**src/rtl/mirror_dirty_region_log_core_macros.svh**
```systemverilog
// Assertion macros shared by the dirty-region log RTL.
`ifndef MIRROR_DIRTY_REGION_LOG_CORE_MACROS_SVH
`define MIRROR_DIRTY_REGION_LOG_CORE_MACROS_SVH

// The condition must hold at every clock edge outside reset.
`define MDRL_ASSERT_ALWAYS(lbl, cond, msg) \
    lbl: assert property (@(posedge clk) disable iff (!rst_n) (cond)) else $error(msg);

// When the antecedent holds, the consequent holds in the same cycle.
`define MDRL_ASSERT_IMPL(lbl, ante, cons, msg) \
    lbl: assert property (@(posedge clk) disable iff (!rst_n) (ante) |-> (cons)) \
        else $error(msg);

// When the antecedent holds, the consequent holds in the next cycle.
`define MDRL_ASSERT_NEXT(lbl, ante, cons, msg) \
    lbl: assert property (@(posedge clk) disable iff (!rst_n) (ante) |=> (cons)) \
        else $error(msg);

`endif

```
**src/rtl/mdrl_pkg.sv**
```systemverilog
// Shared types, command codes and helper functions of the dirty-region log.
`timescale 1ns / 1ps

package mdrl_pkg;

    // Request commands.
    localparam logic [2:0] CMD_QUERY      = 3'd0;
    localparam logic [2:0] CMD_MARK_DIRTY = 3'd1;
    localparam logic [2:0] CMD_MARK_CLEAN = 3'd2;
    localparam logic [2:0] CMD_FETCH      = 3'd3;
    localparam logic [2:0] CMD_COMPLETE   = 3'd4;

    localparam int IN_W  = 16;
    localparam int OUT_W = 24;

    // One memory row covers 32 regions of each map.
    typedef struct packed {
        logic [31:0] rec;
        logic [31:0] sync;
        logic [31:0] clean;
    } row_t;

    typedef struct packed {
        logic clr_step;
        logic accept;
        logic reg_update;
        logic scan_step;
        logic load_out;
    } ctrl_cmd_t;

    typedef struct packed {
        logic clr_last;
        logic fetch_go;
        logic scan_done;
        logic out_free;
    } dp_status_t;

    // Position of the lowest set bit; zero when no bit is set.
    function automatic logic [4:0] first_set(input logic [31:0] v);
        logic [4:0] pos;
        pos = 5'd0;
        for (int i = 31; i >= 0; i--)
        begin
            if (v[i])
            begin
                pos = 5'(i);
            end
        end
        return pos;
    endfunction

endpackage

```
**src/rtl/mirror_dirty_region_log_core.sv**
```systemverilog
// Top level of the mirrored-volume dirty-region log.
`timescale 1ns / 1ps

// Channel  Direction  Payload                                            Transfer when
// s_*      in         tdata: cmd, region, success                        s_tvalid & s_tready
// m_*      out        tdata: clean, in_sync, work_region, synced_total   m_tvalid & m_tready
//                     tuser: work_found
// cfg_*    in         wr_data: regions_in_use                            cfg_wr_en
//
// Between the input transfer of a query, mark or completion request and the next
// input taken, the block reads the region's row, modifies and writes it back, and
// then loads the output register.
// A fetch also scans the 32-region rows one at a time before the output load, from
// the search pointer's row up to the row of the first free region or the last row
// below the region count, since the bitmap memory has a single read port.
// After reset a clearing pass writes every row, during which s_tready stays low;
// configuration writes are taken.
// A stalled result stays in the output register. One more request is still
// taken and processed, and it holds in its final cycle, with s_tready low,
// until that result has moved on.

module mirror_dirty_region_log_core #(
    parameter int MAX_REGIONS = 1024
) (
    input  logic                       clk,
    input  logic                       rst_n,
    input  logic                       cfg_wr_en,
    input  logic [10:0]                cfg_wr_data,   // regions_in_use
    input  logic                       s_tvalid,
    output logic                       s_tready,
    input  logic [mdrl_pkg::IN_W-1:0]  s_tdata,       // cmd[2:0], region[12:3], success[13]
    output logic                       m_tvalid,
    input  logic                       m_tready,
    output logic [mdrl_pkg::OUT_W-1:0] m_tdata,       // region_clean[0], region_in_sync[1],
                                                      // work_region[11:2], synced_total[22:12]
    output logic [0:0]                 m_tuser        // work_found[0]
);

    mdrl_pkg::ctrl_cmd_t  ctrl_cmd;
    mdrl_pkg::dp_status_t dp_status;

    // Request fields as they sit in the input transfer.
    logic [2:0] in_cmd;
    logic [9:0] in_region;
    logic       in_success;

    assign in_cmd     = s_tdata[2:0];
    assign in_region  = s_tdata[12:3];
    assign in_success = s_tdata[13];

    // The controller sequences each request; the datapath holds the bitmaps,
    // the search pointer, the synced count and the output register.
    mdrl_ctrl u_ctrl (
        .clk      (clk),
        .rst_n    (rst_n),
        .s_tvalid (s_tvalid),
        .s_tready (s_tready),
        .status_i (dp_status),
        .cmd_o    (ctrl_cmd)
    );

    mdrl_datapath #(
        .MAX_REGIONS (MAX_REGIONS)
    ) u_datapath (
        .clk         (clk),
        .rst_n       (rst_n),
        .cfg_wr_en   (cfg_wr_en),
        .cfg_wr_data (cfg_wr_data),
        .in_cmd      (in_cmd),
        .in_region   (in_region),
        .in_success  (in_success),
        .cmd_i       (ctrl_cmd),
        .status_o    (dp_status),
        .m_tready    (m_tready),
        .m_tvalid    (m_tvalid),
        .m_tdata     (m_tdata),
        .m_tuser     (m_tuser)
    );

endmodule

```
**src/rtl/mdrl_ctrl.sv**
```systemverilog
// Sequencing state machine of the dirty-region log.
`timescale 1ns / 1ps

module mdrl_ctrl (
    input  logic                clk,
    input  logic                rst_n,
    input  logic                s_tvalid,
    output logic                s_tready,
    input  mdrl_pkg::dp_status_t status_i,
    output mdrl_pkg::ctrl_cmd_t  cmd_o
);

    typedef enum logic [4:0] {
        ST_CLEAR = 5'b00001,
        ST_IDLE  = 5'b00010,
        ST_REG   = 5'b00100,
        ST_SCAN  = 5'b01000,
        ST_DONE  = 5'b10000
    } state_t;

    state_t state_reg;
    state_t state_next;

    always_comb
    begin
        state_next = state_reg;
        cmd_o      = '0;
        unique case (state_reg)
            ST_CLEAR:
            begin
                cmd_o.clr_step = 1'b1;
                if (status_i.clr_last)
                begin
                    state_next = ST_IDLE;
                end
            end
            ST_IDLE:
            begin
                if (s_tvalid)
                begin
                    cmd_o.accept = 1'b1;
                    state_next   = ST_REG;
                end
            end
            ST_REG:
            begin
                cmd_o.reg_update = 1'b1;
                state_next = status_i.fetch_go ? ST_SCAN : ST_DONE;
            end
            ST_SCAN:
            begin
                cmd_o.scan_step = 1'b1;
                if (status_i.scan_done)
                begin
                    state_next = ST_DONE;
                end
            end
            ST_DONE:
            begin
                if (status_i.out_free)
                begin
                    cmd_o.load_out = 1'b1;
                    state_next     = ST_IDLE;
                end
            end
            default:
            begin
                state_next = ST_CLEAR;
            end
        endcase
    end

    assign s_tready = (state_reg == ST_IDLE);

    always_ff @(posedge clk or negedge rst_n)
    begin
        if (!rst_n)
        begin
            state_reg <= ST_CLEAR;
        end
        else
        begin
            state_reg <= state_next;
        end
    end

endmodule

```
**src/rtl/mdrl_datapath.sv**
```systemverilog
// Bitmap memory, search pointer, counters and result register of the dirty-region log.
`timescale 1ns / 1ps
`include "mirror_dirty_region_log_core_macros.svh"

module mdrl_datapath #(
    parameter int MAX_REGIONS = 1024
) (
    input  logic                      clk,
    input  logic                      rst_n,
    input  logic                      cfg_wr_en,
    input  logic [10:0]               cfg_wr_data,
    input  logic [2:0]                in_cmd,
    input  logic [9:0]                in_region,
    input  logic                      in_success,
    input  mdrl_pkg::ctrl_cmd_t       cmd_i,
    output mdrl_pkg::dp_status_t      status_o,
    input  logic                      m_tready,
    output logic                      m_tvalid,
    output logic [mdrl_pkg::OUT_W-1:0] m_tdata,
    output logic [0:0]                m_tuser
);

    localparam int WORDS = (MAX_REGIONS + 31) / 32;
    localparam int WAW   = (WORDS > 1) ? $clog2(WORDS) : 1;
    localparam int PW    = $clog2(MAX_REGIONS + 1);
    localparam logic [31:0] MAX_W = 32'(MAX_REGIONS);

    mdrl_pkg::row_t mem [0:WORDS-1];
    mdrl_pkg::row_t rd_data_reg;
    mdrl_pkg::row_t wr_data;
    mdrl_pkg::row_t upd_row;
    mdrl_pkg::row_t hit_row;
    mdrl_pkg::row_t clear_row;
    logic           rd_en;
    logic [WAW-1:0] rd_addr;
    logic           wr_en;
    logic [WAW-1:0] wr_addr;

    logic [10:0]    regions_reg;
    logic [10:0]    regions_next;
    logic [PW-1:0]  count;
    logic [PW-1:0]  sp_reg;
    logic [PW-1:0]  sp_next;
    logic [PW-1:0]  synced_reg;
    logic [PW-1:0]  synced_next;
    logic [WAW-1:0] w_reg;
    logic [WAW-1:0] w_next;
    logic           first_reg;
    logic           first_next;
    logic [WAW-1:0] clr_reg;
    logic [WAW-1:0] clr_next;

    logic [2:0]     cmd_reg;
    logic [9:0]     region_reg;
    logic           success_reg;

    logic           res_clean_reg;
    logic           res_clean_next;
    logic           res_sync_reg;
    logic           res_sync_next;
    logic           found_reg;
    logic           found_next;
    logic [9:0]     work_reg;
    logic [9:0]     work_next;
    logic [10:0]    total_reg;
    logic [10:0]    total_next;

    logic                      m_tvalid_reg;
    logic                      m_tvalid_next;
    logic [mdrl_pkg::OUT_W-1:0] m_tdata_reg;
    logic [mdrl_pkg::OUT_W-1:0] m_tdata_next;
    logic                      m_tuser_reg;
    logic                      m_tuser_next;

    logic [PW+9:0]  in_region_ext;
    logic [PW+9:0]  reg_region_ext;
    logic [PW+9:0]  sp_ext;
    logic [PW+9:0]  cnt_ext;
    logic [PW+4:0]  w_ext;
    logic [PW+10:0] syn_ext;
    logic [WAW-1:0] in_word;
    logic [WAW-1:0] reg_word;
    logic [WAW-1:0] sp_word;
    logic [4:0]     bit_idx;
    logic           in_valid;
    logic           region_valid;
    logic           reg_wr;
    logic           inc;

    logic [31:0]    lo_mask;
    logic [31:0]    hi_mask;
    logic [31:0]    free_bits;
    logic           scan_hit;
    logic           scan_end;
    logic [4:0]     hit_idx;
    logic [PW+5:0]  hit_pos;
    logic [PW+5:0]  sp_hit;
    logic [PW+5:0]  next_start;

    // The region count in use is the register saturated at the map size.
    always_comb
    begin
        if ({21'd0, regions_reg} > MAX_W)
        begin
            count = MAX_W[PW-1:0];
        end
        else
        begin
            count = PW'(regions_reg);
        end
    end

    assign in_region_ext  = (PW + 10)'(in_region);
    assign reg_region_ext = (PW + 10)'(region_reg);
    assign sp_ext         = (PW + 10)'(sp_reg);
    assign cnt_ext        = (PW + 10)'(count);
    assign w_ext          = (PW + 5)'(w_reg);
    assign in_word        = in_region_ext[WAW+4:5];
    assign reg_word       = reg_region_ext[WAW+4:5];
    assign sp_word        = sp_ext[WAW+4:5];
    assign bit_idx        = region_reg[4:0];
    assign in_valid       = {22'd0, in_region} < MAX_W;
    assign region_valid   = {22'd0, region_reg} < MAX_W;

    assign clear_row.clean = '1;
    assign clear_row.sync  = '0;
    assign clear_row.rec   = '0;

    // Scan of one row: free regions are neither in sync nor recovering and lie
    // between the search pointer and the region count.
    assign lo_mask    = first_reg ? (32'hFFFF_FFFF << sp_reg[4:0]) : 32'hFFFF_FFFF;
    assign hi_mask    = (w_ext == cnt_ext[PW+9:5]) ? ~(32'hFFFF_FFFF << count[4:0])
                                                  : 32'hFFFF_FFFF;
    assign free_bits  = ~(rd_data_reg.sync | rd_data_reg.rec) & lo_mask & hi_mask;
    assign scan_hit   = |free_bits;
    assign hit_idx    = mdrl_pkg::first_set(free_bits);
    assign hit_pos    = (PW + 6)'({w_reg, hit_idx});
    assign sp_hit     = hit_pos + (PW + 6)'(1);
    assign next_start = ((PW + 6)'(w_reg) + (PW + 6)'(1)) << 5;
    assign scan_end   = next_start >= (PW + 6)'(count);

    always_comb
    begin
        hit_row              = rd_data_reg;
        hit_row.rec[hit_idx] = 1'b1;
    end

    // Read-modify-write of the addressed region's row.
    always_comb
    begin
        upd_row = rd_data_reg;
        reg_wr  = 1'b0;
        inc     = 1'b0;
        case (cmd_reg)
            mdrl_pkg::CMD_MARK_DIRTY:
            begin
                upd_row.clean[bit_idx] = 1'b0;
                reg_wr = region_valid;
            end
            mdrl_pkg::CMD_MARK_CLEAN:
            begin
                upd_row.clean[bit_idx] = 1'b1;
                reg_wr = region_valid;
            end
            mdrl_pkg::CMD_COMPLETE:
            begin
                upd_row.rec[bit_idx] = 1'b0;
                if (success_reg)
                begin
                    upd_row.sync[bit_idx] = 1'b1;
                    inc = region_valid && (synced_reg < count);
                end
                reg_wr = region_valid;
            end
            default:
            begin
                reg_wr = 1'b0;
            end
        endcase
    end

    always_comb
    begin
        rd_en          = 1'b0;
        rd_addr        = in_word;
        wr_en          = 1'b0;
        wr_addr        = clr_reg;
        wr_data        = clear_row;
        regions_next   = cfg_wr_en ? cfg_wr_data : regions_reg;
        sp_next        = sp_reg;
        synced_next    = synced_reg;
        w_next         = w_reg;
        first_next     = first_reg;
        clr_next       = clr_reg;
        res_clean_next = res_clean_reg;
        res_sync_next  = res_sync_reg;
        found_next     = found_reg;
        work_next      = work_reg;
        total_next     = total_reg;
        m_tvalid_next  = m_tvalid_reg && !m_tready;
        m_tdata_next   = m_tdata_reg;
        m_tuser_next   = m_tuser_reg;
        syn_ext        = (PW + 11)'(synced_reg);

        if (cmd_i.clr_step)
        begin
            wr_en    = 1'b1;
            clr_next = clr_reg + WAW'(1);
        end

        if (cmd_i.accept)
        begin
            rd_en   = in_valid;
            rd_addr = in_word;
        end

        if (cmd_i.reg_update)
        begin
            wr_en   = reg_wr;
            wr_addr = reg_word;
            wr_data = upd_row;
            if (inc)
            begin
                synced_next = synced_reg + PW'(1);
            end
            syn_ext        = (PW + 11)'(synced_next);
            total_next     = syn_ext[10:0];
            res_clean_next = region_valid && upd_row.clean[bit_idx];
            res_sync_next  = region_valid && upd_row.sync[bit_idx];
            found_next     = 1'b0;
            work_next      = 10'd0;
            if (status_o.fetch_go)
            begin
                rd_en      = 1'b1;
                rd_addr    = sp_word;
                w_next     = sp_word;
                first_next = 1'b1;
            end
        end

        if (cmd_i.scan_step)
        begin
            if (scan_hit)
            begin
                wr_en      = 1'b1;
                wr_addr    = w_reg;
                wr_data    = hit_row;
                sp_next    = sp_hit[PW-1:0];
                found_next = 1'b1;
                work_next  = hit_pos[9:0];
            end
            else if (scan_end)
            begin
                sp_next = count;
            end
            else
            begin
                rd_en      = 1'b1;
                rd_addr    = w_reg + WAW'(1);
                w_next     = w_reg + WAW'(1);
                first_next = 1'b0;
            end
        end

        if (cmd_i.load_out)
        begin
            m_tvalid_next = 1'b1;
            m_tdata_next  = {1'b0, total_reg, work_reg, res_sync_reg, res_clean_reg};
            m_tuser_next  = found_reg;
        end
    end

    assign status_o.clr_last  = (clr_reg == WAW'(WORDS - 1));
    assign status_o.fetch_go  = (cmd_reg == mdrl_pkg::CMD_FETCH) && (sp_reg < count);
    assign status_o.scan_done = scan_hit || scan_end;
    assign status_o.out_free  = !m_tvalid_reg || m_tready;

    assign m_tvalid = m_tvalid_reg;
    assign m_tdata  = m_tdata_reg;
    assign m_tuser  = m_tuser_reg;

    always_ff @(posedge clk)
    begin
        if (wr_en)
        begin
            mem[wr_addr] <= wr_data;
        end
        if (rd_en)
        begin
            rd_data_reg <= mem[rd_addr];
        end
    end

    always_ff @(posedge clk or negedge rst_n)
    begin
        if (!rst_n)
        begin
            regions_reg  <= 11'd1024;
            sp_reg       <= '0;
            synced_reg   <= '0;
            w_reg        <= '0;
            first_reg    <= 1'b0;
            clr_reg      <= '0;
            m_tvalid_reg <= 1'b0;
        end
        else
        begin
            regions_reg  <= regions_next;
            sp_reg       <= sp_next;
            synced_reg   <= synced_next;
            w_reg        <= w_next;
            first_reg    <= first_next;
            clr_reg      <= clr_next;
            m_tvalid_reg <= m_tvalid_next;
        end
    end

    always_ff @(posedge clk)
    begin
        if (cmd_i.accept)
        begin
            cmd_reg     <= in_cmd;
            region_reg  <= in_region;
            success_reg <= in_success;
        end
        res_clean_reg <= res_clean_next;
        res_sync_reg  <= res_sync_next;
        found_reg     <= found_next;
        work_reg      <= work_next;
        total_reg     <= total_next;
        m_tdata_reg   <= m_tdata_next;
        m_tuser_reg   <= m_tuser_next;
    end

    `MDRL_ASSERT_IMPL(a_hit_below_count, cmd_i.scan_step && scan_hit, hit_pos < (PW + 6)'(count), "handed-out region lies at or above the region count")
    `MDRL_ASSERT_NEXT(a_pointer_forward, 1'b1, sp_reg >= $past(sp_reg), "search pointer moved back")
    `MDRL_ASSERT_NEXT(a_count_step, 1'b1, (synced_reg == $past(synced_reg)) || (synced_reg == $past(synced_reg) + PW'(1)), "synced count changed by more than one")

endmodule

```
**config.mk**
```make
export PLATFORM = sky130hd
export DESIGN_NAME = mirror_dirty_region_log_core
export DESIGN_NICKNAME = d
export VERILOG_FILES = /design/src/rtl/mdrl_pkg.sv /design/src/rtl/mirror_dirty_region_log_core.sv /design/src/rtl/mdrl_ctrl.sv /design/src/rtl/mdrl_datapath.sv
export VERILOG_INCLUDE_DIRS = /design/src /design/src/rtl
export SDC_FILE = /design/constraint.sdc
export NUM_CORES = 2
export LEC_CHECK = 0
export CORE_ASPECT_RATIO = 0.6
export CORE_MARGIN = 1
export CORE_UTILIZATION = 45
export DETAILED_ROUTE_END_ITERATION = 10
export DONT_BUFFER_PORTS = 1
export GPL_ROUTABILITY_DRIVEN = 1
export SYNTH_ARGS = -nofsm -noshare
export SYNTH_HDL_FRONTEND = slang
export SYNTH_SLANG_ARGS = --single-unit
```
**constraint.sdc**
```tcl
create_clock -name clk -period 14.8 [get_ports clk]
set_clock_uncertainty 0.05 [all_clocks]
set_input_delay 2.96 -clock clk [delete_from_list [all_inputs] [get_ports clk]]
set_output_delay 2.96 -clock clk [all_outputs]
set_load 0.005 [all_outputs]
```
# [Word-level counts from Yosys, hierarchy flattened]
# Memories as Yosys holds them, arrays and structs flattened. A register that Yosys moved wholly into a read port is not among the register bits.
# Index checks and enable logic that the tools add are counted.
[classes] n_addsub=5 n_reduce_logical=13 n_eq_ne=15 shifts=2 muxes=105 bitwise=11 order_cmp=8
[op_table] operator="two-way mux 96 bit" count=3
[op_table] operator="two-way mux 5 bit" count=50
[op_table] operator="bitwise AND 32 bit" count=4
[op_table] operator="OR 32 bit" count=4
[op_table] operator="two-way mux 32 bit" count=3
[op_table] operator="inverter 32 bit" count=3
[op_table] operator="two-way mux 64 bit" count=1
[op_table] operator="one-hot mux 32 bit (2 select lines)" count=1
[op_table] operator="left shift 32 x 5 -> 32 bit (first input constant)" count=2
[op_table] operator="two-way mux 11 bit" count=4
[op_table] operator="two-way mux 1 bit" count=35
[op_table] operator="OR reduction 32 bit" count=1
[op_table] operator="two-way mux 10 bit" count=3
[op_table] operator="one-hot mux 5 bit (5 select lines)" count=1
[op_table] operator="< comparator 11 bit" count=2
[op_table] operator=">= comparator 17 x 11 -> 1 bit" count=1
[op_table] operator="< comparator 5 x 6 -> 1 bit (second input constant)" count=2
[op_table] operator="adder 10 x 1 -> 11 bit (second input constant)" count=1
[op_table] operator="adder 11 x 1 -> 11 bit (second input constant)" count=1
[op_table] operator="> comparator 11 bit (second input constant)" count=1
[op_table] operator="adder 5 x 1 -> 5 bit (second input constant)" count=2
[op_table] operator="binary-select mux 1 bit (select 5 bit)" count=2
[op_table] operator="demux 1 bit (select 5 bit)" count=2
[op_table] operator="== test 5 bit (second input constant)" count=2
[op_table] operator="other kinds (18)" count=28
[word_totals] in_bits=32 ff_bits=112 memories=1 word_cells=178 ram_bits=3072
[memory_table] name="u_datapath.mem" words=32 word_bits=96 read_ports=1 rd_clocked_by_memory_dff=1 wr=1 line="mdrl_datapath.sv:28" text="mdrl_pkg::row_t mem [0:WORDS-1];"

# [Logic depth before layout (Yosys ltp)]
[logic_depth] word_depth=45 depth_mapped=22

# [Cells and area by module]
# From an unflattened synthesis, not the netlist that was laid out.
[unflattened] hier_cells=9563 hier_area_um2=131980.3
[by_module_without_submodules] module="mdrl_datapath" cells_per_inst=9525 seq_area_each_um2=98010.2 n_inst=1 area_per_inst_um2=131628.7
[by_module_without_submodules] module="mdrl_ctrl" cells_per_inst=38 seq_area_each_um2=126.4 n_inst=1 area_per_inst_um2=351.6

# [Worst setup path after synthesis]
# Ideal clock, no wire load.
[synth_path] kind="register -> register" from="reg u_datapath.regions_reg[10]" to="mem u_datapath.mem[24][0] in the netlist's numbering, enable pin" t_arrival_ps=7722 setup_ps=552 stages_incl_launch_ff=18 path_slack_ps=6476 cell_sequence="dfstp_2 > buf_2 > inv_2 > clkbuf_1 > nand2_1 > ha_1 > a2111oi_4 > o2111ai_2 > buf_2 > nor3_2 > o211a_1 > nand2_1 > buf_6 > nor2_1 > nor2_1 > o21ai_0 > nand3b_1 > nor2_1"
[synth_between] elab_chain_len=11
[synth_rtl] element="from (decl)" line="mdrl_datapath.sv:39" text="logic [10:0] regions_reg;"
[synth_rtl] element="from (signal assigned)" line="mdrl_datapath.sv:308" text="regions_reg <= regions_next;"
[synth_rtl] element="> comparator 11 bit" line="mdrl_datapath.sv:103" text="if ({21'd0, regions_reg} > MAX_W)"
[synth_rtl] element="two-way mux 11 bit *" line="mdrl_datapath.sv:103"
[synth_rtl] element="left shift 32 x 5 -> 32 bit" line="mdrl_datapath.sv:132" text="assign hi_mask = (w_ext == cnt_ext[PW+9:5]) ? ~(32'hFFFF_FFFF << count[4:0])"
[synth_rtl] element="inverter 32 bit" line="mdrl_datapath.sv:132"
[synth_rtl] element="two-way mux 32 bit *" line="mdrl_datapath.sv:132"
[synth_rtl] element="bitwise AND 32 bit *" line="mdrl_datapath.sv:134" text="assign free_bits = ~(rd_data_reg.sync | rd_data_reg.rec) & lo_mask & hi_mask;"
[synth_rtl] element="OR reduction 32 bit *" line="mdrl_datapath.sv:135" text="assign scan_hit = |free_bits;"
[synth_rtl] element="two-way mux 1 bit" line="mdrl_datapath.sv:243" text="if (scan_hit)"
[synth_rtl] element="two-way mux 1 bit" line="mdrl_datapath.sv:241" text="if (cmd_i.scan_step)"
[synth_rtl] element="two-way mux 1 bit" line="mdrl_datapath.sv:284" text="if (wr_en)"
[synth_rtl] element="two-way mux 1 bit (not written as such)" line="mdrl_datapath.sv:286" text="mem[wr_addr] <= wr_data;"
[synth_rtl] element="to (decl)" line="mdrl_datapath.sv:28"
# Mark *: on every way between the ends. The rest lies on a longest branch, timed or not.

# [Worst setup path in the final report]
[layout_path] from="reg u_datapath.regions_reg[10]" to="reg u_datapath.hit_row[48] (netlist name)"
[layout_between] elab_chain_len=9
[layout_rtl] element="> comparator 11 bit" line="mdrl_datapath.sv:103"
[layout_rtl] element="two-way mux 11 bit *" line="mdrl_datapath.sv:103"
[layout_rtl] element="left shift 32 x 5 -> 32 bit / < comparator 11 bit (equally long branches)" line="mdrl_datapath.sv:132, mdrl_datapath.sv:274"
[layout_rtl] element="inverter 32 bit / logical AND 1 bit (equally long branches)" line="mdrl_datapath.sv:132, mdrl_datapath.sv:274"
[layout_rtl] element="two-way mux 32 bit, or another cell as far along" line="mdrl_datapath.sv:132"
[layout_rtl] element="bitwise AND 32 bit, or another cell as far along" line="mdrl_datapath.sv:134"
[layout_rtl] element="OR reduction 32 bit, or another cell as far along" line="mdrl_datapath.sv:135"
[layout_rtl] element="two-way mux 5 bit / two-way mux 1 bit (equally long branches)" line="mdrl_datapath.sv:243"
[layout_rtl] element="two-way mux 5 bit / two-way mux 1 bit (equally long branches)" line="mdrl_datapath.sv:241"
# Marked as above.
# A chain may end at the register's enable or synchronous reset.

==> results.sh <==
export IMPL_synth_ff_type="edfxtp_1"
export IMPL_slew_headroom_pct=4.12
export IMPL_syn_area_per_cell_um2=14.6
export IMPL_synthTopCellsByArea="edfxtp_1 (73%), mux2i_1 (5.8%), nand2_1 (4.0%)"
export IMPL_die_area_um2=297000
export IMPL_wire_per_inst_um=33.2
export IMPL_place_hpwl_um=230000
export IMPL_maxCapViolCount=0
export IMPL_antenna_found_initial=29
export IMPL_crit_arrival_ps=9980
export IMPL_netSwitchingFraction_pct=25.7
export IMPL_drc=0
export IMPL_slew_violations=0
export IMPL_vias=83968
export IMPL_place_gp_congestion=0.959
export IMPL_p_seq_share_pct=53.1
export IMPL_p_int_w=0.0159
export IMPL_cts_root_buf="clkbuf_16"
export IMPL_synth_seq_cells=3280
export IMPL_hold_worst_slack_ps=368
export IMPL_crit_start="u_datapath.regions_reg[10]"
export IMPL_setup_slack_ps=5300
export IMPL_outcome="finished clean"
export IMPL_via_per_inst=6.41
export IMPL_first_pass_iters=6
export IMPL_area_growth_pct=11.0
export IMPL_p_leak_nw=47.7
export IMPL_drive_above_1_share_pct=9.07
export IMPL_p_per_area_nw_per_um2=146
export IMPL_io_pins=59
export IMPL_crit_required_ps=15280
export IMPL_syn_inst=9056
export IMPL_final_common_cell="edfxtp_1"
export IMPL_postCtsSetupBuffers=0
export IMPL_ant_nets=0
export IMPL_dieWidth_um=702
export IMPL_worstSkewPairLatency_ps=900
export IMPL_final_cell_mix="edfxtp_1 (3219), nand2_1 (1411), mux2i_1 (767)"
export IMPL_yosysSeqAreaShare_pct=74.1
export IMPL_htreeDepth=5
export IMPL_p_sw_w=0.00551
export IMPL_path_class="reg -> reg"
export IMPL_synth_top_cell_area_share_pct=73.0
export IMPL_ys_types=88
export IMPL_rsz0062_at_grt="false"
export IMPL_grt_usage_pct=28.5
export IMPL_start_util_pct=45.5
export IMPL_end_kind="register"
export IMPL_path_clk_slew_ps=70
export IMPL_drt_iter0_drc=13750
export IMPL_peakVddDrop_mv=0.105
export IMPL_cts_buffer_depth=4
export IMPL_worst_pin_slew_ps=1440
export IMPL_yosys_warnings=0
export IMPL_cts_tree="built"
export IMPL_core_um2=291000
export IMPL_grt_pass1_vias=77696
export IMPL_ctsResizeCount=0
export IMPL_period_share_pct=64.2
export IMPL_fp_row_count=153
export IMPL_gr_total_overflow=0
export IMPL_netlist_top_cell_by_area="edfxtp_1"
export IMPL_cts_sinks=3280
export IMPL_critPathMaxFanout=63
export IMPL_fin_setup_tns_ps=0
export IMPL_wirelength_um=434000
export IMPL_dp_slack_ps=5750
export IMPL_cts_made_buffers=305
export IMPL_rr_startpoint="u_datapath.regions_reg[10]"
export IMPL_max_freq_mhz=105
export IMPL_largest_reg_flops=3072
export IMPL_setup_viol_count_final=0
export IMPL_final_hold_violation_count=0
export IMPL_startpoint_type="register"
export IMPL_grt_pass1_wl_um=601000
export IMPL_final_util_pct=50.5
export IMPL_syn_area_um2=132000
export IMPL_cts_hold_buf=0
export IMPL_async_flop_share_pct=1.52
export IMPL_syn_num_nets=9120
export IMPL_synth_edf_count=3219
export IMPL_nNetsFinal=9040
export IMPL_portBuffers=0
export IMPL_hp_class="reg -> reg"
export IMPL_power_share_combinational_pct=10.9
export IMPL_fin_crit_ps=9500
export IMPL_grt_max_degree=150
export IMPL_clkPwrFrac_pct=36.0
export IMPL_worstHoldStart="u_datapath.total_reg[10]"
export IMPL_die_h_um=422
[area by class of cell]
class	count	area [um^2]
Timing Repair Buffer	249	2170
Multi-Input combinational cell	5115	32200
Fill cell	23978	144000
Tap cell	3875	4850
Sequential cell	3280	98100
Clock buffer	372	8080
Antenna cell	21	52.6
Clock inverter	155	1380
Inverter	25	95.1
[synth_stat cells, types with 104 or more instances]
cell type	count
clkbuf_1	423
and3_1	292
a31oi_1	238
nor2_1	217
o22ai_1	116
o21ai_0	142
nand2_1	1413
a21oi_1	257
a211oi_1	485
edfxtp_1	3219
nand3_1	508
buf_2	122
nand4_1	116
mux2i_1	767
a22oi_1	104
[worst paths after layout]
path / endpoint / slack (ps) / depth (start not counted)
setup / recovery: u_datapath.hit_row[48] / 5300 / 18
hold / removal: u_datapath.m_tdata[22] / 370 / 0
setup reg to reg: u_datapath.hit_row[48] / 5300 / 18
hold reg to reg: u_datapath.m_tdata[22] / 370 / 0
max in group asynchronous: u_ctrl.state_reg[0] / 12720 / 0
min in group asynchronous: u_datapath.sp_reg[10] / 1730 / 0
[kinds of logic after synthesis]
| family | after synthesis | share of synthesized area, % |
|---|---|---|
| AO/OA/AOI/OAI | 1580 | 8.08 |
| XOR/XNOR | 32 | 0.212 |
| adder cells (fa/ha/maj) | 32 | 0.302 |
| buffers and inverters | 661 | 2.10 |
| flip-flops | 3280 | 74.1 |
| multiplexers | 796 | 6.12 |
| other | 1 | 0.00283 |
| AND/OR/NAND/NOR | 2674 | 9.08 |
[stage by stage]
| stage | cell area (um^2) | total power (W) | cells |
|---|---|---|---|
| final | 147000 | 0.0214 | 13092 |
| after global placement | 137000 | 0.0138 | 12542 |
| after global routing | 147000 | 0.0220 | 13089 |
| after detailed placement | 137000 | 0.0139 | 12542 |
| after floorplan | 132000 | 0.0128 | 9056 |
| after CTS | 147000 | 0.0215 | 13069 |
[power by group through the flow]
stage | Clock (W) | Sequential, W | Combinational [W]
global placement | 0 | 0.0115 | 0.00226
floorplan | 0 | 0.0117 | 0.00117
finish | 0.00772 | 0.0114 | 0.00233
detailed placement | 0 | 0.0116 | 0.00229
CTS | 0.00780 | 0.0114 | 0.00230
global route | 0.00814 | 0.0115 | 0.00242
[per-layer routing]
metal	vias to the layer above	GRT usage [%]	part of all wire [%]
met5	-	0	0.019
met4	10	8.90	3.2
met3	779	5.76	12
met2	5275	40.3	42
met1	42956	44.0	43
li1	34948	-	-
[critical path, stage by stage, from the launching register on]
cell and delay (ps):
dfstp_2 890, inv_2 250, nand2_1 200, ha_1 290, a2111oi_4 290, o2111ai_2 170
buf_4 260, a211oi_2 590, and4b_1 420, nand2_1 480, nor3_1 760, or2_4 670
buf_4 750, or4_4 660, buf_4 610, buf_4 520, o22ai_1 190, a211oi_1 410
nand4_1 380
(Power assumes the default switching activity.)
